## src/rtl/core/gcdt_pkg.sv

```systemverilog
package gcdt_pkg;

   localparam int CW         = 34;   // CORDIC datapath width
   localparam int SQW        = 62;   // square-root datapath width
   localparam int STEPS      = 30;   // CORDIC iterations
   localparam int SQRT_STEPS = 31;   // one result bit per step
   localparam int PREP_LAT   = 8;    // angle reduction stages
   localparam int LATENCY    = 1 + PREP_LAT + STEPS + 1 + 3 + SQRT_STEPS + STEPS + 3;

   localparam logic signed [63:0] ONE_Q30  = 64'sd1073741824;
   localparam logic        [63:0] PI_Q30   = 64'd3373259426;
   localparam logic signed [63:0] HALF_PI  = 64'sd1686629713;
   localparam logic signed [63:0] GAIN_INV = 64'sd652032874;

   localparam logic [23:0] RADIUS_RESET = 24'd1013453;
   localparam logic [63:0] DIST_MAX     = 64'd67108863;
   localparam logic [63:0] HOURS_MAX    = 64'd131071;
   localparam logic [63:0] FLIGHT_DIV   = 64'd125;
   localparam logic [63:0] RECIP125     = (64'd1 << 32) / FLIGHT_DIV;
   localparam logic [63:0] HOURS_BIAS   = 64'd250 << 30;

   typedef struct packed {
      logic signed [CW-1:0] x;
      logic signed [CW-1:0] y;
      logic signed [CW-1:0] z;
   } cordic_vec_type;

   typedef struct packed {
      logic [SQW-1:0] n;
      logic [SQW-1:0] res;
   } sqrt_vec_type;

   function automatic logic signed [CW-1:0] atan_q30(input int k);
      case (k)
         0:  return 34'h3243F6A8;
         1:  return 34'h1DAC6705;
         2:  return 34'h0FADBAFC;
         3:  return 34'h07F56EA6;
         4:  return 34'h03FEAB76;
         5:  return 34'h01FFD55B;
         6:  return 34'h00FFFAAA;
         7:  return 34'h007FFF55;
         8:  return 34'h003FFFEA;
         9:  return 34'h001FFFFD;
         10: return 34'h000FFFFF;
         11: return 34'h0007FFFF;
         12: return 34'h0003FFFF;
         13: return 34'h0001FFFF;
         14: return 34'h0000FFFF;
         15: return 34'h00007FFF;
         16: return 34'h00003FFF;
         17: return 34'h00001FFF;
         18: return 34'h00000FFF;
         19: return 34'h000007FF;
         20: return 34'h000003FF;
         21: return 34'h000001FF;
         22: return 34'h000000FF;
         23: return 34'h0000007F;
         24: return 34'h0000003F;
         25: return 34'h0000001F;
         26: return 34'h0000000F;
         27: return 34'h00000008;
         28: return 34'h00000004;
         29: return 34'h00000002;
         default: return '0;
      endcase
   endfunction

endpackage

```

## src/rtl/core/gcdt_sqrt_cell.sv

```systemverilog
module gcdt_sqrt_cell #(
   parameter int STEP = 0
) (
   input  logic                  clock,
   input  gcdt_pkg::sqrt_vec_type src,
   output gcdt_pkg::sqrt_vec_type dst
);

   localparam logic [gcdt_pkg::SQW-1:0] BIT = gcdt_pkg::SQW'(1) << (60 - 2 * STEP);

   logic [gcdt_pkg::SQW-1:0] trial;
   gcdt_pkg::sqrt_vec_type   vec_in, vec_ff;

   // Settle one result bit: subtract the trial square when it fits.
   always_comb begin
      trial = src.res + BIT;
      if (src.n >= trial) begin
         vec_in.n   = src.n - trial;
         vec_in.res = (src.res >> 1) + BIT;
      end else begin
         vec_in.n   = src.n;
         vec_in.res = src.res >> 1;
      end
   end

   always_ff @(posedge clock) begin
      vec_ff <= vec_in;
   end

   assign dst = vec_ff;

endmodule

```

## config.mk

```make
export PLATFORM = sky130hd
export DESIGN_NAME = gcdt_sqrt_cell
export DESIGN_NICKNAME = d
export VERILOG_FILES = /design/src/rtl/core/gcdt_pkg.sv /design/src/rtl/core/gcdt_sqrt_cell.sv
export SDC_FILE = /design/constraint.sdc
export NUM_CORES = 1
export LEC_CHECK = 0
export BUFFER_PORTS_ARGS = -buffer_cell sky130_fd_sc_hd__buf_4
export CAP_MARGIN = 20
export CORE_MARGIN = 1.5
export CORE_UTILIZATION = 52
export CTS_BUF_LIST = sky130_fd_sc_hd__clkbuf_16
export CTS_CLUSTER_DIAMETER = 120
export DETAILED_ROUTE_END_ITERATION = 12
export PLACE_DENSITY = 0.81
export SYNTH_ARGS = -nofsm -noshare
export SYNTH_HDL_FRONTEND = slang
export SYNTH_SLANG_ARGS = --single-unit
```

## constraint.sdc

```tcl
create_clock -name clock -period 3.7 [get_ports clock]
set_clock_uncertainty 0.2 [all_clocks]
set_input_delay 0.37 -clock clock [delete_from_list [all_inputs] [get_ports clock]]
set_output_delay 0.37 -clock clock [all_outputs]
set_load 0.1 [all_outputs]
```

Word level (Yosys, flattened, before mapping)
Index checks and enable logic that the tools add are counted.
{ "word_totals": {"register_bits": 124, "input_bits": 125, "out_inout_bits": 124, "elab_cells": 8} }
{ "classes": {"n_addsub": 3, "magnitude_cmp": 1, "n_mux": 1} }
{ "ops": {"columns": ["op", "n"], "rows": [
  ["$mux W124", 1],
  ["$add A61 B61 Y62 const B", 1],
  ["$add A62 B61 Y62 const B", 1],
  ["$ge A62 B62 Y1", 1],
  ["$sub A62 B62 Y62", 1]
]} }

Longest topological paths before layout
{ "depth": {"ltp_word": 3, "mapped_depth": 14, "depth_no_buf": 13} }

Worst setup path after synthesis
No wires, ideal clock.
{ "synth_timing": {"kind": "in2reg", "start": "input src[2] (netlist name)", "end": "register vec_ff, in the netlist dst[101]", "t_arrival_ns": 3.173, "slack_ns": 0.206, "cell_stages": 13, "path_buffers": 1, "path_cell_list": "inv_1 ha_1 nor2b_4 o21bai_1 a21oi_1 o31a_2 o2111ai_2 a21oi_2 a31oi_4 o21ai_2 a211oi_4 buf_6 mux2_4"} }
{ "synth_lines": {"columns": ["item", "line_no", "rtl"], "rows": [
  ["start: declaration", "gcdt_sqrt_cell.sv:5", "input gcdt_pkg::sqrt_vec_type src,"],
  ["end signal: assignment", "gcdt_sqrt_cell.sv:27", "vec_ff <= vec_in;"],
  ["end: declaration", "gcdt_sqrt_cell.sv:12", "gcdt_pkg::sqrt_vec_type vec_in, vec_ff;"]
]} }

==> summary.md <==
| Metric | Value |
|---|---|
| Run status | `complete, no violations` |
| Pwr/cell area | `about 520 mW/mm^2` |
| Non-filler cells, final | `1,421` |
| Gr ovfl total | `0` |
| H-tree levels | `4` |
| Share of cells above drive strength 1 | `approximately a third` |
| Worst-margin pin slew | `575 ps` |
| Crit-path max FO | `6` |
| Maximum buffer depth of the clock tree | `2` |
| Final ANT Viol Nets | `0` |
| Vias per cell | `about 5.5` |
| EDFF count, synth | `0` |
| Setup TNS Final | `0 ps` |
| Max layer used | `met4` |
| Met2 Routed Length | `between 10,000 and 15,000 um` |
| YS warnings | `0` |
| Port Buffers | `roughly 250` |
| Largest area contributor in the netlist | `dfxtp_1` |
| Min-delay worst type | `in2reg` |
| All-layer global routing usage | `about a third` |
| Syn Nets | `1,010` |
| Placed insts | `roughly 1,300` |
| Critical path capture point type | `flip-flop` |
| Fin nets | `about 1,400` |
| Slew HR | `between 60% and 70%` |
| Crit path kind | `in2reg` |
| Syn_area_per_cell | `9.29 um^2` |
| Site Rows | `44` |
| Yosys reg bits | `~120` |
| Hold WS | `slightly below 50 ps` |
| Final min period | `about 3600 ps` |
| CTS tree | `built` |
| Maximum clock frequency | `about 0.28 GHz` |
| Post-Route M1 WL | `9550 um` |
| Die height | `124 um` |
| Via count of the first global-routing pass | `between 7,000 and 8,000` |
| Pwr Total | `6.06 mW` |
| Mapped Cells | `822` |
| Netlist cell types | `68` |
| Starting Density | `52.9%` |
| Final setup violating endpoints | `0` |
| Core area | `0.0144 mm^2` |
| Root buffer cell | `clkbuf_16` |
| Post-Syn Area | `around 0.0076 mm^2` |
| Hold Vio Cnt, Final | `0` |
| Via count | `a little under 8,000` |
| Leakage | `between 5 and 6 nW` |
| Async SR Flop Fraction | `0%` |
| CP startpoint kind | `input pin` |
| Maxcap violations | `0` |
| Area delta synth->final | `52.3%` |
| TritonCTS Buffers | `17` |
| Clock-pin slew on the worst setup and hold paths | `approximately 60 ps` |
| Number of remaining DRC errors | `0` |
| Worst setup endpoint | `dst[117]` |
| Worst EP required | `between 3000 and 4000 ps` |
| Met3 wire len | `between 2000 and 2500 um` |
| Max FFs per register | `124` |
| RePlAce Congestion | `roughly 0.93` |
| Data arrival, critical path | `3740 ps` |
| Post-Place Worst Slack | `-105 ps` |
| I/O pins | `249` |
| Initial antenna violation count | `1` |
| DR WL/cell | `18.1 um` |
| Hpwl dp | `approximately 17,000 um` |
| Worst setup margin | `~65 ps` |
| Top-count cell post-synth | `dfxtp_1` |
| CP Launch Point | `src[91]` |
| Peak VDD IR | `0.000466 V` |
| Register area share after synthesis | `approximately a third` |
| Top cell type's share of synthesized area | `about 33%` |
| Commonest cells in the synthesized netlist | `dfxtp_1 (124), a21oi_1 (82), inv_1 (74), nand2_1 (63), ha_1 (62)` |
| Die ar. | `between 0.015 and 0.02 mm^2` |
| Top cells by area, synth | `dfxtp_1 (33%), mux2_4 (11%), ha_1 (10%)` |
| Detailed Routing Iterations Pass 1 | `5` |
| Main synth FF type | `dfxtp_1` |
| 1st-iter DRT viols | `618` |
| Die extent in x | `approximately 120 um` |
| Clock Sinks | `between 100 and 150` |
| Largest net degree at the start of global routing | `32` |
| DRT Wirelength | `25,700 um` |
| Global-route wire length before repair | `around 39,000 um` |
| Max Slew Vio Count | `0` |
| Hold path startpoint | `src[63]` |
| Period utilisation layout | `98.3%` |
[metrics by stage]
| step | instance area [um^2] | utilization (%) |
|---|---|---|
| 2_1_floorplan | 7640 | - |
| 3_3_place_gp | 9780 | 67.8 |
| 3_5_place_dp | 9780 | 67.8 |
| 4_1_cts | 11500 | 79.7 |
| 5_1_grt | 11600 | 80.6 |
| 6_report | 11600 | 80.6 |
[logic make-up after synthesis]
kind of cell,count (synthesis),synth area share (%)
AO/OA/AOI/OAI,230,19.4
adder cells (fa/ha/maj),63,10.4
AND/OR/NAND/NOR,172,10.9
buffers and inverters,110,7.98
multiplexers,62,11.8
flip-flops,124,32.5
XOR/XNOR,61,7.00
[worst max-delay path, stage by stage]
cell	delay [ps]
dlygate4sd3_1	530
buf_4	140
ha_2	410
nand2_1	170
or3_1	380
o211ai_1	240
a31oi_2	90
o31a_1	370
o31ai_2	320
buf_4	170
a21boi_0	110
xnor2_1	150
mux2_4	280
[report_power, final]
group | switching [mW] | internal (mW)
clock network | 0.600 | 0.894
logic | 2.03 | 0.967
registers | 0.0591 | 1.51
total | 2.69 | 3.38
[placed cells by master, fill, tap and decap left out, types with 3 or more instances in the layout]
| cell | count |
|---|---|
| buf_4 | 294 |
| dfxtp_1 | 124 |
| dlygate4sd3_1 | 120 |
| a21oi_1 | 81 |
| inv_1 | 77 |
| nand2_1 | 63 |
| ha_1 | 59 |
| mux2_4 | 55 |
| xnor2_1 | 39 |
| o21ai_0 | 38 |
| nor2_1 | 34 |
| a21o_1 | 26 |
| xor2_1 | 22 |
| nand4_1 | 20 |
| clkbuf_16 | 19 |
| o21bai_1 | 11 |
| nand3_1 | 10 |
| nor3_1 | 9 |
| a31oi_1 | 9 |
| o211ai_1 | 8 |
| o21a_1 | 7 |
| a21boi_0 | 6 |
| a211oi_1 | 6 |
| and3_1 | 5 |
| nor2b_1 | 5 |
| clkinv_2 | 5 |
| or3_1 | 4 |
| nand2b_1 | 4 |
| o21ai_1 | 4 |
| and2_1 | 4 |
| mux2_2 | 4 |
| o31ai_1 | 3 |
| mux2i_1 | 3 |
| ha_2 | 3 |
| buf_12 | 3 |
[how the worst min path moves through the flow]
stage	end	slack, ps	cells after the start
final	dst[63]	50	3
after CTS	dst[100]	2	3
after global placement	dst[53]	280	1
after floorplan	dst[0]	200	0
after global routing	dst[100]	70	3
after detailed placement	dst[13]	280	1
[timing repair]
| item | 4_1_cts | 5_1_grt |
|---|---|---|
| hold endpoints to repair | 121 | 0 |
| endpoints found under the setup margin | 0 | 63 |
| resized for setup | 0 | 20 |
| setup buffers | 0 | 2 |
| hold buffers | 120 | 0 |
[routing by layer]
layer  vias up  global-route usage, %
met2       449                   59.6
met4         0                   13.9
met3        87                   7.19
met1      3629                   35.7
met5         -                      0
li1       3701                      -
[area by class of cell]
class                      instances  area, um^2
sequential                       124        2480
clock inverter                    13        88.8
fill                             876        2790
timing repair buffer             420        3530
antenna                            1        2.50
tap                              184         230
multi-input combinational        588        4590
clock buffer                      17         425
inverter                          74         278
Note: power is estimated with default switching activity, not from simulation.
