### config.mk
export PLATFORM = sky130hd
export DESIGN_NAME = gcdt_angle_prep
export DESIGN_NICKNAME = d
export VERILOG_FILES = /design/src/rtl/core/gcdt_pkg.sv /design/src/rtl/core/gcdt_angle_prep.sv
export SDC_FILE = /design/constraint.sdc
export NUM_CORES = 2
export LEC_CHECK = 0
export BUFFER_PORTS_ARGS = -buffer_cell sky130_fd_sc_hd__buf_2
export CAP_MARGIN = 20
export CORE_ASPECT_RATIO = 1.1
export CORE_UTILIZATION = 60
export CTS_CLUSTER_DIAMETER = 60
export CTS_CLUSTER_SIZE = 40
export DETAILED_ROUTE_END_ITERATION = 10
export GPL_TIMING_DRIVEN = 1
export PLACE_DENSITY = 0.77
export SYNTH_ARGS = -nofsm -noshare
export SYNTH_HDL_FRONTEND = slang
export SYNTH_SLANG_ARGS = --single-unit
### constraint.sdc
create_clock -name clock -period 11.3 [get_ports clock]
set_input_delay 1.13 -clock clock [delete_from_list [all_inputs] [get_ports clock]]
set_output_delay 1.13 -clock clock [all_outputs]
set_load 0.02 [all_outputs]
### src/rtl/core/gcdt_pkg.sv
package gcdt_pkg;

   localparam int CW         = 34;   // CORDIC datapath width
   localparam int SQW        = 62;   // square-root datapath width
   localparam int STEPS      = 30;   // CORDIC iterations
   localparam int SQRT_STEPS = 31;   // one result bit per step
   localparam int PREP_LAT   = 8;    // angle reduction stages
   localparam int LATENCY    = 1 + PREP_LAT + STEPS + 1 + 3 + SQRT_STEPS + STEPS + 3;

   localparam logic signed [63:0] ONE_Q30  = 64'sd1073741824;
   localparam logic        [63:0] PI_Q30   = 64'd3373259426;
   localparam logic signed [63:0] HALF_PI  = 64'sd1686629713;
   localparam logic signed [63:0] GAIN_INV = 64'sd652032874;

   localparam logic [23:0] RADIUS_RESET = 24'd1013453;
   localparam logic [63:0] DIST_MAX     = 64'd67108863;
   localparam logic [63:0] HOURS_MAX    = 64'd131071;
   localparam logic [63:0] FLIGHT_DIV   = 64'd125;
   localparam logic [63:0] RECIP125     = (64'd1 << 32) / FLIGHT_DIV;
   localparam logic [63:0] HOURS_BIAS   = 64'd250 << 30;

   typedef struct packed {
      logic signed [CW-1:0] x;
      logic signed [CW-1:0] y;
      logic signed [CW-1:0] z;
   } cordic_vec_type;

   typedef struct packed {
      logic [SQW-1:0] n;
      logic [SQW-1:0] res;
   } sqrt_vec_type;

   function automatic logic signed [CW-1:0] atan_q30(input int k);
      case (k)
         0:  return 34'h3243F6A8;
         1:  return 34'h1DAC6705;
         2:  return 34'h0FADBAFC;
         3:  return 34'h07F56EA6;
         4:  return 34'h03FEAB76;
         5:  return 34'h01FFD55B;
         6:  return 34'h00FFFAAA;
         7:  return 34'h007FFF55;
         8:  return 34'h003FFFEA;
         9:  return 34'h001FFFFD;
         10: return 34'h000FFFFF;
         11: return 34'h0007FFFF;
         12: return 34'h0003FFFF;
         13: return 34'h0001FFFF;
         14: return 34'h0000FFFF;
         15: return 34'h00007FFF;
         16: return 34'h00003FFF;
         17: return 34'h00001FFF;
         18: return 34'h00000FFF;
         19: return 34'h000007FF;
         20: return 34'h000003FF;
         21: return 34'h000001FF;
         22: return 34'h000000FF;
         23: return 34'h0000007F;
         24: return 34'h0000003F;
         25: return 34'h0000001F;
         26: return 34'h0000000F;
         27: return 34'h00000008;
         28: return 34'h00000004;
         29: return 34'h00000002;
         default: return '0;
      endcase
   endfunction

endpackage

### src/rtl/core/gcdt_angle_prep.sv
module gcdt_angle_prep #(
   parameter int ANGLE_FRAC_BITS = 16
) (
   input  logic                           clock,
   input  logic signed [25:0]             src_angle,
   output logic signed [gcdt_pkg::CW-1:0] dst_z,
   output logic                           dst_flip
);

   localparam int F = ANGLE_FRAC_BITS;
   localparam logic [63:0] TURN    = 64'd360 << F;
   localparam logic [63:0] HALF    = 64'd180 << F;
   localparam logic [63:0] QUARTER = 64'd90 << F;
   localparam logic [63:0] BIAS    = ((64'd1 << 25) + TURN - 64'd1) / TURN * TURN;
   localparam int NW      = ((F + 9 > 26) ? F + 9 : 26) + 2;
   localparam int SH_T    = NW + 1;
   localparam logic [63:0] RECIP_T = (64'd1 << SH_T) / TURN;
   localparam int RW_T    = $clog2(RECIP_T + 64'd1);
   localparam int AW      = F + 10;
   localparam int MW      = F + 7;
   localparam int PW      = MW + 32;
   localparam int XW      = 37;
   localparam int SH45    = 38;
   localparam logic [63:0] DIV45   = 64'd45;
   localparam logic [63:0] RECIP45 = (64'd1 << SH45) / DIV45;

   logic [NW-1:0]          n_in, n_ff, n2_ff, q_t, rr_in, rr_ff, rc;
   logic [NW+RW_T-1:0]     pw_in, pw_ff;
   logic signed [AW-1:0]   r_in, r_ff;
   logic [AW-1:0]          mag;
   logic [MW-1:0]          m_in, m_ff;
   logic                   flip_in, flip5_ff, flip6_ff, flip7_ff, flip8_ff;
   logic [PW-1:0]          p_in, p_ff;
   logic [XW-1:0]          x_in, x_ff, rem;
   logic [XW+32:0]         xr_in, xr_ff;
   logic [31:0]            q45, z_in, z_ff;

   always_comb begin
      // Offset so that the remainder by a full turn lands on [-180, 180).
      n_in  = NW'(64'($signed(src_angle)) + HALF + BIAS);
      pw_in = n_ff * RECIP_T[RW_T-1:0];
      q_t   = NW'(pw_ff >> SH_T);
      rr_in = n2_ff - NW'(64'(q_t) * TURN);
      rc    = (64'(rr_ff) >= TURN) ? NW'(64'(rr_ff) - TURN) : rr_ff;
      r_in  = AW'(64'(rc) - HALF);
      // Fold into the first quadrant and remember the sign flip.
      mag     = r_ff[AW-1] ? AW'(-r_ff) : AW'(r_ff);
      flip_in = 64'(mag) > QUARTER;
      m_in    = MW'(flip_in ? HALF - 64'(mag) : 64'(mag));
      p_in    = PW'(64'(m_ff) * gcdt_pkg::PI_Q30 + QUARTER);
      x_in    = XW'(p_ff >> (F + 2));
      xr_in   = x_in * RECIP45[32:0];
      q45     = 32'(xr_ff >> SH45);
      rem     = x_ff - XW'(64'(q45) * DIV45);
      z_in    = (64'(rem) >= DIV45) ? q45 + 32'd1 : q45;
   end

   always_ff @(posedge clock) begin
      n_ff     <= n_in;
      pw_ff    <= pw_in;
      n2_ff    <= n_ff;
      rr_ff    <= rr_in;
      r_ff     <= r_in;
      m_ff     <= m_in;
      flip5_ff <= flip_in;
      p_ff     <= p_in;
      flip6_ff <= flip5_ff;
      xr_ff    <= xr_in;
      x_ff     <= x_in;
      flip7_ff <= flip6_ff;
      z_ff     <= z_in;
      flip8_ff <= flip7_ff;
   end

   assign dst_z    = {{(gcdt_pkg::CW-32){1'b0}}, z_ff};
   assign dst_flip = flip8_ff;

endmodule

## Yosys cells after proc, flatten, opt, wreduce, memory -nomap -nowiden

Cells that the tools add are included.

- Register bits after elaboration: 361
- Bits of input ports: 27
- Output and inout bits: 35
- Word-level logic and storage cells: 36

- Add/sub/neg operators: 10
- Multipliers: 5
- $lt $le $gt $ge: 3
- Muxes and demuxes: 4

Operators with widths:

| cell | count |
|---|---|
| $mul 37x31->68 const B | 1 |
| $add 55x23->55 const B | 1 |
| $mul 23x31->54 const B | 1 |
| $mux 26 | 2 |
| $ge 37x6->1 const B | 1 |
| $mul 32x6->37 const B | 1 |
| $sub 37x37->37 | 1 |
| $add 32x1->32 const B | 1 |
| $mul 28x4->32 const B | 1 |
| $mux 32 | 1 |
| $add 27x27->28 const B | 1 |
| $ge 28x25->1 const B | 1 |
| $sub 28x28->28 | 1 |
| $add 26x25->27 const B | 1 |
| $gt 26x23->1 const B | 1 |
| $neg 26->26 | 1 |
| $sub 26x24->26 const B | 1 |
| $sub 26x25->26 const B | 1 |
| $mux 23 | 1 |
| $sub 22x23->23 const A | 1 |
| $mul 4x6->9 const B | 1 |

## Depth between registers and ports, before layout

- Word-level depth: 4
- Mapped depth: 30
- Mapped depth without buffers: 28

## Worst setup path before layout

OpenSTA, ideal clock, no wires.

- Path kind: reg-to-reg
- Start: register m_ff[6]
- End: register p_ff[52]
- Setup time: 0.121 ns
- Arrival: 8.062 ns
- Required time: 11.179 ns
- Path slack: 3.117 ns
- Cell stages (with the launch flop): 28
- Buffers on the path: 1
- Period minus slack after synthesis: 8.183 ns
- Path through: dfxtp_1 > inv_1 > fa_1 > inv_1 > fa_1 > inv_1 > fa_1 > inv_1 > fa_1 > fa_1 > fa_1 > inv_1 > fa_1 > inv_1 > ha_1 > a21oi_1 > o21ai_0 > a2111o_1 > nor3_1 > nor2_1 > xnor2_1 > nor4b_1 > nand4b_1 > or4_1 > clkbuf_1 > a311oi_2 > mux2_4 > xor2_2

- Longest elaborated chain between the ends: 2

Ends and longest elaborated chain:

| element | RTL line | source |
|---|---|---|
| start: declaration | gcdt_angle_prep.sv:31 | `logic [MW-1:0] m_in, m_ff;` |
| start signal: assignment | gcdt_angle_prep.sv:64 | `m_ff <= m_in;` |
| $mul 23x31->54 | gcdt_angle_prep.sv:50 | `p_in = PW'(64'(m_ff) * gcdt_pkg::PI_Q30 + QUARTER);` |
| $add 55x23->55 | gcdt_angle_prep.sv:50 |  |
| named net p_in[52] | gcdt_angle_prep.sv:33 | `logic [PW-1:0] p_in, p_ff;` |
| end signal: assignment | gcdt_angle_prep.sv:66 | `p_ff <= p_in;` |
| end: declaration | gcdt_angle_prep.sv:33 |  |

The timed path passes the listed nets, and every way through them passes these cells.

## Final worst setup path

Same ends and word-level chain as after synthesis.

==> flow_summary.toml <==
[logic_synthesis]
syn_area_um2 = 44470
synth_area_leaders = "fa_1, ha_1, dfxtp_1, inv_1, xor2_1"
ys_seq_area_share_pct = 12.42
syn_inst = 4474
yosys.area_share.simple_pct = 7.256
synth_edf_count = 0
synth_top_family_by_area = "adder cells"
synth.most_common_cell = "inv_1"
synth-compound-area-share_pct = 8.330
synth_fa_ha_area_share_pct = 56.98
synthMuxAreaShare_pct = 0.4445
yosys_warnings = 0
synth_top_cell_area_share_pct = 34.30
ys_types = 100
synthArstFlopShare_pct = 0
synthTopCellsByCount = "inv_1, ha_1, fa_1"
synth_top_cell_by_area = "fa_1"
synth-xor-area-share_pct = 4.380
synth_ff_type = "dfxtp_1"
synth_seq_cells = 276
syn_area_per_cell_um2 = 9.941

[worst_setup_path]
crit_path_max_incr_delay_ns = 0.81
crit_type = "register to register"
cp-end-kind = "register"
cpLargestDelayFamily = "adder cells"
cp_num_buf_inv = 9
path_max_fanout = 8
worstPathRequired_ns = 11.77
cp_common_cell = "inv_1"
start_kind = "register"
cp_slowest_cell = "a2111oi_0"
worstPathArrival_ns = 9.78

[grt]
grt_use_met2_pct = 52.67
grt_use_total_pct = 30.21
grt_max_degree = 36
grtUsageMet1_pct = 36.47
use_met3_pct = 4.517
grt_antenna_before_repair = 1
grt_remaining_overflow = 0
grt.busiest_layer = "met2"
grt_pass1_vias = 33124
grt_pass1_wl_um = 174800

[clock_network]
cts.sinks = 276
worstSkewPairLatency_ns = 0.58
post-cts-setup-buffers = 0
post_cts_resized = 0
clk_pin_slew_ns = 0.08
cts_tree = "yes"
numCtsBuffers = 36
postCtsHoldBufs = 0
ctsHtreeMaxLevel = 2
ctsRootBufferMaster = "clkbuf_16"
clock_path_buffers = 3

[timing]
report.final.slew_viol_count = 0
finalHoldViolations = 0
relSlewSlack_pct = 33.59
setup-violations-final = 0
setup_tns_ns = 0
tightestPinTransition_ns = 0.9711
max_freq_mhz = 107.4
rsz0062_at_grt = "false"
post-route-period-util_pct = 82.37
clock_skew_ns = 0.03223
period_needed_ns = 9.308

[routing]
wirelength_um = 109400
drtIter0Drc = 1915
post-route-drc-count = 0
routed_via_density = 5.647
ant_nets = 0
vias = 31046
firstDrtPassIters = 7
routedWlPerCell_um = 19.90

[placement]
hpwl_um = 95030
gp_congestion = 1.020
portBuffers = 59

[final_layout]
area_delta_synth_final_pct = 5.855
final_layout_size_suffix_gt1_share_pct = 3.983
diodes = 0
finalNetCount = 6112
fill_cells = 5908

[floorplan]
start_util_pct = 60.71
rows = 104
die_y_um = 287.5
dieWidth_um = 261.6
coreArea_um2 = 73260
die-area_um2 = 75220
num_io_pins = 62

[status]
outcome = "finished clean"

[flow_run]
cap_violations = 0

[min_path]
hold_path.class = "register to register"
## layout by cell type, fill, tap and decap left out, types with 10 or more instances in the layout
cell type,synthesis,final
inv_1,1131,1131
ha_1,806,806
fa_1,762,762
dfxtp_1,276,276
a21oi_1,174,174
nand2_1,159,159
nor2_1,121,121
xor2_1,113,113
o21ai_0,109,109
xnor2_1,105,105
a21o_1,67,67
buf_2,9,59
nand3_1,54,54
nand4_1,54,54
nor3_1,45,45
clkbuf_16,0,38
o21a_1,33,33
and3_1,27,27
nor4_1,28,27
o211ai_1,26,26
nor2b_1,25,25
nand2b_1,21,21
a31oi_1,18,18
o31ai_1,18,18
mux2i_1,16,16
a211oi_1,14,14
o21bai_1,14,14
or3_1,14,14
or2_2,12,12
or4_1,12,12
and2_1,11,11
o21ai_1,10,10
## final timing paths
path,start,to,slack (ns),depth (start not counted)
setup reg to reg,m_ff[6],p_ff[52],1.99,28
setup / recovery,m_ff[6],p_ff[52],1.99,28
hold / removal,n2_ff[2],rr_ff[2],0.32,0
hold reg to reg,n2_ff[2],rr_ff[2],0.32,0
## stage by stage
| step | std cells | util [%] | setup WS, ns | cell area, um^2 | hold WS, ns |
|---|---|---|---|---|---|
| 2_1_floorplan | 4475 | - | 3.117 | 44480 | 0.3096 |
| 3_3_place_gp | 5433 | 62.42 | 2.053 | 45730 | 0.3100 |
| 3_5_place_dp | 5433 | 62.42 | 1.949 | 45730 | 0.3121 |
| 4_1_cts | 5498 | 64.26 | 1.912 | 47080 | 0.3251 |
| 5_1_grt | 5498 | 64.26 | 1.559 | 47080 | 0.3300 |
| 6_report | 5498 | 64.26 | 1.992 | 47080 | 0.3231 |
## state kept, by name, summed over array words and instances, names as in the netlist, 3 cells and up
signal,cells
m_ff,23
n2_ff,27
n_ff,27
p_ff,37
pw_ff,3
r_ff,26
rr_ff,28
x_ff,37
xr_ff,32
z_ff,32
## routing by layer
layer	up-vias	part of all wire, %
li1	14412	-
met1	15364	39
met2	977	49
met3	291	5.7
met4	2	5.4
met5	-	0.012
## worst reg2reg max path, delay by kind of cell, from the launching register on
kind,cells,cell delay [ns]
compound gates,3,1.46
xor+xnor,2,0.42
fa+ha+maj,8,3.96
buf+inv,9,0.66
flops,1,0.53
mux,1,0.35
simple gates,5,1.82
## cells by family after synthesis
| logic type | after synthesis |
|---|---|
| fa+ha+maj | 1568 |
| buf+inv | 1192 |
| simple gates | 626 |
| compound gates | 572 |
| flops | 276 |
| xor+xnor | 220 |
| mux | 19 |
| other cells | 1 |
## layout make-up
cell class	count	area (um^2)	share of cell area, %
repair buffers	64	332.8	0.7070
inverters	1132	4249	9.026
clock buffers	42	1006	2.137
well taps	954	1194	2.535
flip-flops and latches	276	5525	11.74
multi-input cells	3007	34430	73.14
clock inverters	23	340.3	0.7229
Power is not shown: default switching activity piles up to over one toggle a cycle in this logic, so the estimate is an artifact.
