--- src/rtl/core/gcdt_pkg.sv ---
package gcdt_pkg;

   localparam int CW         = 34;   // CORDIC datapath width
   localparam int SQW        = 62;   // square-root datapath width
   localparam int STEPS      = 30;   // CORDIC iterations
   localparam int SQRT_STEPS = 31;   // one result bit per step
   localparam int PREP_LAT   = 8;    // angle reduction stages
   localparam int LATENCY    = 1 + PREP_LAT + STEPS + 1 + 3 + SQRT_STEPS + STEPS + 3;

   localparam logic signed [63:0] ONE_Q30  = 64'sd1073741824;
   localparam logic        [63:0] PI_Q30   = 64'd3373259426;
   localparam logic signed [63:0] HALF_PI  = 64'sd1686629713;
   localparam logic signed [63:0] GAIN_INV = 64'sd652032874;

   localparam logic [23:0] RADIUS_RESET = 24'd1013453;
   localparam logic [63:0] DIST_MAX     = 64'd67108863;
   localparam logic [63:0] HOURS_MAX    = 64'd131071;
   localparam logic [63:0] FLIGHT_DIV   = 64'd125;
   localparam logic [63:0] RECIP125     = (64'd1 << 32) / FLIGHT_DIV;
   localparam logic [63:0] HOURS_BIAS   = 64'd250 << 30;

   typedef struct packed {
      logic signed [CW-1:0] x;
      logic signed [CW-1:0] y;
      logic signed [CW-1:0] z;
   } cordic_vec_type;

   typedef struct packed {
      logic [SQW-1:0] n;
      logic [SQW-1:0] res;
   } sqrt_vec_type;

   function automatic logic signed [CW-1:0] atan_q30(input int k);
      case (k)
         0:  return 34'h3243F6A8;
         1:  return 34'h1DAC6705;
         2:  return 34'h0FADBAFC;
         3:  return 34'h07F56EA6;
         4:  return 34'h03FEAB76;
         5:  return 34'h01FFD55B;
         6:  return 34'h00FFFAAA;
         7:  return 34'h007FFF55;
         8:  return 34'h003FFFEA;
         9:  return 34'h001FFFFD;
         10: return 34'h000FFFFF;
         11: return 34'h0007FFFF;
         12: return 34'h0003FFFF;
         13: return 34'h0001FFFF;
         14: return 34'h0000FFFF;
         15: return 34'h00007FFF;
         16: return 34'h00003FFF;
         17: return 34'h00001FFF;
         18: return 34'h00000FFF;
         19: return 34'h000007FF;
         20: return 34'h000003FF;
         21: return 34'h000001FF;
         22: return 34'h000000FF;
         23: return 34'h0000007F;
         24: return 34'h0000003F;
         25: return 34'h0000001F;
         26: return 34'h0000000F;
         27: return 34'h00000008;
         28: return 34'h00000004;
         29: return 34'h00000002;
         default: return '0;
      endcase
   endfunction

endpackage

--- src/rtl/core/gcdt_cordic_cell.sv ---
module gcdt_cordic_cell #(
   parameter int SHIFT  = 0,
   parameter bit VECTOR = 1'b0
) (
   input  logic                    clock,
   input  gcdt_pkg::cordic_vec_type src,
   output gcdt_pkg::cordic_vec_type dst
);

   logic signed [gcdt_pkg::CW-1:0] sx, sy, ang;
   logic                           go_pos, dir;
   gcdt_pkg::cordic_vec_type       vec_in, vec_ff;

   // Rotation steers on z, vectoring on y.
   always_comb begin
      sx     = src.x >>> SHIFT;
      sy     = src.y >>> SHIFT;
      ang    = gcdt_pkg::atan_q30(SHIFT);
      go_pos = VECTOR ? ~src.y[gcdt_pkg::CW-1] : ~src.z[gcdt_pkg::CW-1];
      dir    = go_pos ^ VECTOR;
      if (dir) begin
         vec_in.x = src.x - sy;
         vec_in.y = src.y + sx;
         vec_in.z = src.z - ang;
      end else begin
         vec_in.x = src.x + sy;
         vec_in.y = src.y - sx;
         vec_in.z = src.z + ang;
      end
   end

   always_ff @(posedge clock) begin
      vec_ff <= vec_in;
   end

   assign dst = vec_ff;

endmodule

--- config.mk ---
export PLATFORM = sky130hd
export DESIGN_NAME = gcdt_cordic_cell
export DESIGN_NICKNAME = d
export VERILOG_FILES = /design/src/rtl/core/gcdt_pkg.sv /design/src/rtl/core/gcdt_cordic_cell.sv
export SDC_FILE = /design/constraint.sdc
export NUM_CORES = 1
export LEC_CHECK = 0
export BUFFER_PORTS_ARGS = -buffer_cell sky130_fd_sc_hd__buf_2
export CORE_ASPECT_RATIO = 1.25
export CORE_MARGIN = 10
export CORE_UTILIZATION = 56
export CTS_CLUSTER_DIAMETER = 100
export DETAILED_ROUTE_END_ITERATION = 10
export PLACE_DENSITY = 0.9
export SLEW_MARGIN = 20
export SYNTH_ARGS = -nofsm -noshare
export SYNTH_HDL_FRONTEND = slang
export SYNTH_SLANG_ARGS = --single-unit
--- constraint.sdc ---
create_clock -name clock -period 4.6 [get_ports clock]
set_input_delay 0.69 -clock clock [delete_from_list [all_inputs] [get_ports clock]]
set_output_delay 0.69 -clock clock [all_outputs]
set_load 0.05 [all_outputs]
# Word-level counts from Yosys, hierarchy flattened

Index checks and enable logic that the tools add are counted.

Bits of input ports: 103
Output and inout bits: 102
Register bits after elaboration: 102
Word-level logic and storage cells: 9

Add/subtract/negate cells: 5
Muxes and demuxes: 1

Operator list:

| kind                                                                   | count |
|---|---|
| 102-bit two-way mux                                                    | 1 |
| 34-bit subtractor                                                      | 2 |
| 34-bit by 31-bit adder with 34-bit output (second input constant)      | 1 |
| 34-bit adder                                                           | 1 |
| 34-bit by 31-bit subtractor with 34-bit output (second input constant) | 1 |

# Depth between registers and ports, before layout

Gate-level depths: netlist (run 1).

Depth after elaboration: 2
Mapped depth: 14
Depth with buffers taken out: 12

# Least setup slack after synthesis (run 1)

No wires, ideal clock.

Path kind: input to register
Start: input src[33] (netlist name)
End: register vec_ff, in the netlist dst[30]
Library setup time: 72 ps
Path buffers: 3
Data arrival time: 4111 ps
Slack: 417 ps
Required time: 4528 ps
Cell stages on the path: 14
Path through: clkbuf_1 > clkinv_1 > clkbuf_1 > buf_1 > ha_1 > a21oi_1 > o21ai_0 > a311oi_1 > a211oi_1 > a311o_1 > a221oi_1 > o21ai_0 > a21oi_1 > xnor2_1

RTL lines:

| item                   | RTL line               | RTL |
|---|---|---|
| start: declaration     | gcdt_cordic_cell.sv:6  | `input gcdt_pkg::cordic_vec_type src,` |
| end signal: assignment | gcdt_cordic_cell.sv:33 | `vec_ff <= vec_in;` |
| end: declaration       | gcdt_cordic_cell.sv:12 | `gcdt_pkg::cordic_vec_type vec_in, vec_ff;` |

==> qor.yml, run 1 <==
clock_tree:
  cts_resized: 0
  cts_buffer_depth: 2
  cts_tree: "built"
  cts_sinks: 101
  post_cts_buffers: 0
  cts_buffers: 9
  cts_root_buf: "clkbuf_16"
  htree_levels: 3
  ctsHoldBuffers: 0
  cts.clk_slew.worst_paths_ns: 0.08
yosys:
  synth_top_area_share_pct: 21.9
  synth_adder_area_share_pct: 18.2
  synth.largest_area_cell: "dfxtp_1"
  syn_area_per_cell_um2: 7.79
  synth_compound_area_share_pct: 30.2
  yosys-top-cells-area: "dfxtp_1 (22%), ha_1 (17%), a21oi_1 (8.5%)"
  synth_edf_count: 0
  synthMuxAreaShare_pct: 1.34
  synth_top_flop_cell: "dfxtp_1"
  yosys.area_share.simple_pct: 13.2
  syn-cell-area_mm2: 0.00923
  synth-xor-area-share_pct: 8.26
  syn_nets: 1419
  syn_inst: 1184
  synth_cell_type_count: 81
  ys_seq_elements: 101
  synth_top_family_by_area: "compound AO/OA/AOI/OAI gates"
  ys_warn_count: 0
  yosysSeqAreaShare_pct: 21.9
  ys_async_sr_fraction_pct: 0
routing:
  viasPerCell: 6.00
  wl_met1_um: 11200
  drtIter0Drc: 785
  wire_per_inst_um: 18.7
  dr_wl_met3_um: 2680
  drtAntennaViolNets: 0
  wl_um: 29500
  highest_layer: "met4"
  dr.pass1.iters: 6
  vias: 9475
  drc: 0
  met2_length_um: 14200
timing:
  maxSlewHeadroom_pct: 53.3
  tns_ns: 0
  worst_pin_slew_ns: 0.693
  grt_setup_unrepaired: "false"
  period_share_pct: 80.1
  hold_viol: 0
  setup_viol: 0
  max_freq_ghz: 0.272
  whs_ns: 0.430
  fin_crit_ns: 3.68
  drv_slew: 0
layout:
  n_antenna_cell: 0
  final_cell_mix: "buf_2 (203), a21oi_1 (157), ha_1 (128), inv_1 (106), dfxtp_1 (101)"
  layout_commonest_cell: "buf_2"
  fillers: 1396
  final_nets: 1592
  largest_reg_flops: 101
  fin_util_pct: 65.7
  syn_to_final_growth_pct: 15.3
  drive_gt1_share_pct: 18.5
floorplanning:
  die_y_um: 164
  rows: 52
  ios: 205
  coreArea_mm2: 0.0162
  die_w_um: 135
  initial_core_util_pct: 57.0
  die_area_mm2: 0.0220
grt:
  grt_pass1_vias: 9262
  grt_pass1_wl_um: 46100
  antenna_found_initial: 0
  grt_max_degree: 60
  track_usage_pct: 25.5
  grt_remaining_overflow: 0
run:
  cap_viol_max_count: 0
min_path:
  min_path_cells: 1
  hp-class: "in2reg"
power:
  p_total_mw: 3.93
  cellPowerDensity_mw_per_mm2: 370
  ir_worst_vdd_mv: 0.352
  p_leak_nw: 5.13
critical_path:
  end_kind: "flip-flop"
  criticalPathCategory: "in2reg"
  cp_max_fo: 5
  cp.required_ns: 4.85
  worstSetupStartpointType: "primary input"
  arrival_ns: 3.94
  slowest_stage: "o31ai_1"
  worstPathCellList: "buf_2 -> inv_1 -> ha_1 -> nor2b_1 -> o31ai_1 -> a211oi_1 -> o41a_1 -> a21oi_1 -> o21ai_0 -> a211oi_1 -> a21oi_1 -> xnor2_1"
  critPathMaxStageDelay_ns: 0.52
placement:
  io_buffers: 204
  hpwl_um: 23800
  routabilityCongestion: 1.01
run_status:
  outcome: "completed"
==> cell usage after synthesis, types with 4 or more instances <==
cell,count
buf_2,8
mux2i_1,9
o31ai_1,9
nand3_1,21
or3_1,6
a311oi_1,7
nor2_1,92
inv_1,106
o211ai_1,6
xnor2_1,74
o221ai_1,4
nor3_1,21
buf_1,11
o211a_1,6
ha_1,128
xor2_1,13
o31a_1,5
nand2_1,55
nand2b_1,9
a21oi_1,157
o21a_1,12
a31oi_1,6
nor4_1,5
a21o_1,32
nand4_1,9
clkinv_1,5
nor2b_1,13
dfxtp_1,101
o21bai_1,28
clkbuf_1,23
fa_1,4
o21ai_0,100
and2_1,6
a211oi_1,22
and3_1,5
==> layout make-up <==
cell class	instances	area [um2]	area share (%)
timing repair buffer	208	1050	9.90
sequential	101	2020	19.0
multi-input combinational	925	6570	61.8
inverter	112	425	4.00
clock buffer	10	239	2.25
tap	216	270	2.54
clock inverter	6	53.8	0.506
==> worst max-delay path: cells and delay by family <==
family | cells | cell delay (ns)
AOI/OAI and AO/OA | 7 | 2.33
xor gates and xnor gates | 1 | 0.17
adders and majority gates | 1 | 0.33
buffers and inverters | 2 | 0.26
and+or+nand+nor | 1 | 0.16
==> layer usage <==
layer / track usage [%] / vias up
met3: 5.32 / 102
met4: 14.1 / 0
met2: 44.0 / 508
met5: 0 / -
li1: - / 4532
met1: 28.7 / 4333
==> stage by stage <==
step | setup WS (ns) | cells | cell area [um2]
floorplan | 0.417 | 1184 | 9230
global placement | 0.750 | 1562 | 10300
detailed placement | 0.707 | 1562 | 10300
CTS | 1.09 | 1578 | 10600
global route | 0.800 | 1578 | 10600
finish | 0.917 | 1578 | 10600
==> cell families (layout without fill, tap and decap cells) <==
| logic type | after synthesis | in the layout |
|---|---|---|
| AO/OA/AOI/OAI | 437 | 437 |
| XOR/XNOR | 87 | 87 |
| adder cells (fa/ha/maj) | 132 | 132 |
| buffers and inverters | 158 | 336 |
| flip-flops | 101 | 101 |
| multiplexers | 12 | 12 |
| AND/OR/NAND/NOR | 257 | 257 |
==> final timing paths <==
check	to	from	slack, ns
worst max-delay path	dst[95]	src[35]	0.92
worst min-delay path	dst[0]	src[0]	0.43
==> where the power goes <==
part / switching, mW / internal (mW)
logic: 1.46 / 0.562
registers: 0.0543 / 1.07
clock network: 0.388 / 0.392
No activity file was read; power rests on OpenSTA's default activity.
==> run 2: changes to the inputs <==
clock period = 3.85 ns   (was 4.6 ns; I/O delays follow)
==> run 2 against run 1 <==
Critical path type unchanged. Core utilization up 0.81 points. Global-route usage up 0.32 points. Largest power group unchanged. Worst hold slack worse by 0.11 ns. Clock power up 15%. Via count up 1.6%. Highest routed layer unchanged. Largest cell class unchanged. Sequential power up 19%. First-iteration DRC count up 18%.
==> qor.yml, run 2 (synthesis results as in run 1) <==
timing:
  tns_ns: 0
  fin_crit_ns: 3.33
  max_freq_ghz: 0.300
  maxSlewHeadroom_pct: 56.1
  setup_viol: 0
  drv_slew: 0
  worst_pin_slew_ns: 0.651
  grt_setup_unrepaired: "false"
  period_share_pct: 86.5
  setup_ws_ns: 0.521
  hold_viol: 0
routing:
  wire_per_inst_um: 18.8
  vias: 9627
  dr.pass1.iters: 6
  wl_um: 30000
  drtIter0Drc: 926
  drc: 0
  viasPerCell: 6.03
  drtAntennaViolNets: 0
placement:
  hpwl_um: 24300
  routabilityCongestion: 0.989
  place_ws_ns: 0.251
  io_buffers: 204
  dp.cells: 1581
grt:
  grtUsageMet1_pct: 29.2
  grt_max_degree: 56
  track_usage_pct: 25.9
  antenna_found_initial: 0
  grt_pass1_vias: 9356
  grt_busiest_layer: "met2"
  grt_remaining_overflow: 0
  grt_pass1_wl_um: 46700
  met2_usage_pct: 45.5
  grtUsageMet3_pct: 4.33
run:
  cap_viol_max_count: 0
critical_path:
  worstSetupStartpointType: "primary input"
  criticalPathCategory: "in2reg"
  worstPathCellList: "buf_2 -> inv_1 -> ha_1 -> nor2b_1 -> o31ai_1 -> a211oi_1 -> o41a_1 -> a21oi_1 -> o21ai_0 -> a211oi_1 -> a21oi_1 -> xnor2_1"
  arrival_ns: 3.58
  slowest_stage: "o41a_1"
  critPathMaxStageDelay_ns: 0.51
  end_kind: "flip-flop"
  cp_max_fo: 5
  cp.required_ns: 4.10
layout:
  n_antenna_cell: 0
  finalNonFillerCells: 1597
  largest_reg_flops: 101
  final_cell_mix: "buf_2 (203), a21oi_1 (157), ha_1 (128), inv_1 (106), dfxtp_1 (101)"
  drive_gt1_share_pct: 19.6
  fillers: 1346
  layout_commonest_cell: "buf_2"
  final_nets: 1611
  syn_to_final_growth_pct: 16.7
power:
  netSwitchingPower_mw: 2.27
  cellPowerDensity_mw_per_mm2: 437
  p_comb_share_pct: 52.1
  switching_share_pct: 48.4
  clkPwrFrac_pct: 19.2
  p_seq_share_pct: 28.7
  ir_worst_vdd_mv: 0.324
  p_leak_nw: 5.22
  internal_power_mw: 2.43
clock_tree:
  cts_sinks: 101
  post_cts_buffers: 0
  cts_resized: 0
  cts_root_buf: "clkbuf_16"
  cts_buffer_depth: 2
  cts_buffers: 9
  cts_tree: "built"
  ctsHoldBuffers: 0
  cts.clk_slew.worst_paths_ns: 0.07
  htree_levels: 3
min_path:
  hp-class: "in2reg"
floorplanning:
  coreArea_mm2: 0.0162
  rows: 52
  die_area_mm2: 0.0220
  ios: 205
  die_w_um: 135
  initial_core_util_pct: 57.0
  die_y_um: 164
run_status:
  outcome: "completed"
## run 2: changes by cell type in the layout (fill, tap and decap cells not counted)
cell        previous run  this run
buf_4                  5        24
clkbuf_1               0         1
clkbuf_8               1         0
clkinv_4               0         1
clkinvlp_4             3         2
inv_6                  2         3
inv_8                  2         1
## run 2: per-stage QoR
step	area (um2)	hold slack (ns)	utilization, %	power [mW]
3_3_place_gp	10500	0.683	64.7	3.76
3_5_place_dp	10500	0.681	64.7	3.80
4_1_cts	10800	0.310	66.5	4.70
6_report	10800	0.315	66.5	4.70
5_1_grt	10800	0.317	66.5	4.92
2_1_floorplan	9230	0.605	-	3.16
## run 2: final timing paths
path | cells past startpoint | to | slack [ns] | from
max | 12 | dst[95] | 0.52 | src[35]
min | 1 | dst[1] | 0.32 | src[1]
## run 2: metal layers
metal | wire length, um | share of wire (%)
met2 | 14600 | 49
met5 | 0 | 0
met1 | 11300 | 38
met3 | 2610 | 8.7
met4 | 1450 | 4.8
## run 2: power groups by stage
stage	logic (mW)	registers [mW]	clock network, mW
after detailed placement	2.42	1.38	0
final	2.45	1.35	0.900
after global routing	2.60	1.37	0.944
after CTS	2.43	1.35	0.913
after global placement	2.39	1.37	0
after floorplan	0.948	2.21	0
## run 2: final cells by class
class                      count  area [um2]  area share (%)
inverter                     112         425            3.95
clock buffer                  10         229            2.13
multi-input combinational    925        6570            61.0
timing repair buffer         227        1200            11.1
sequential                   101        2020            18.8
clock inverter                 6        52.6           0.488
tap                          216         270            2.51
## run 2: critical path: cells and delay by family
kind	cells	cell delay (ns)
adders and majority gates	1	0.34
xor gates and xnor gates	1	0.15
and+or+nand+nor	1	0.16
buffers and inverters	2	0.26
AOI/OAI and AO/OA	7	2.10
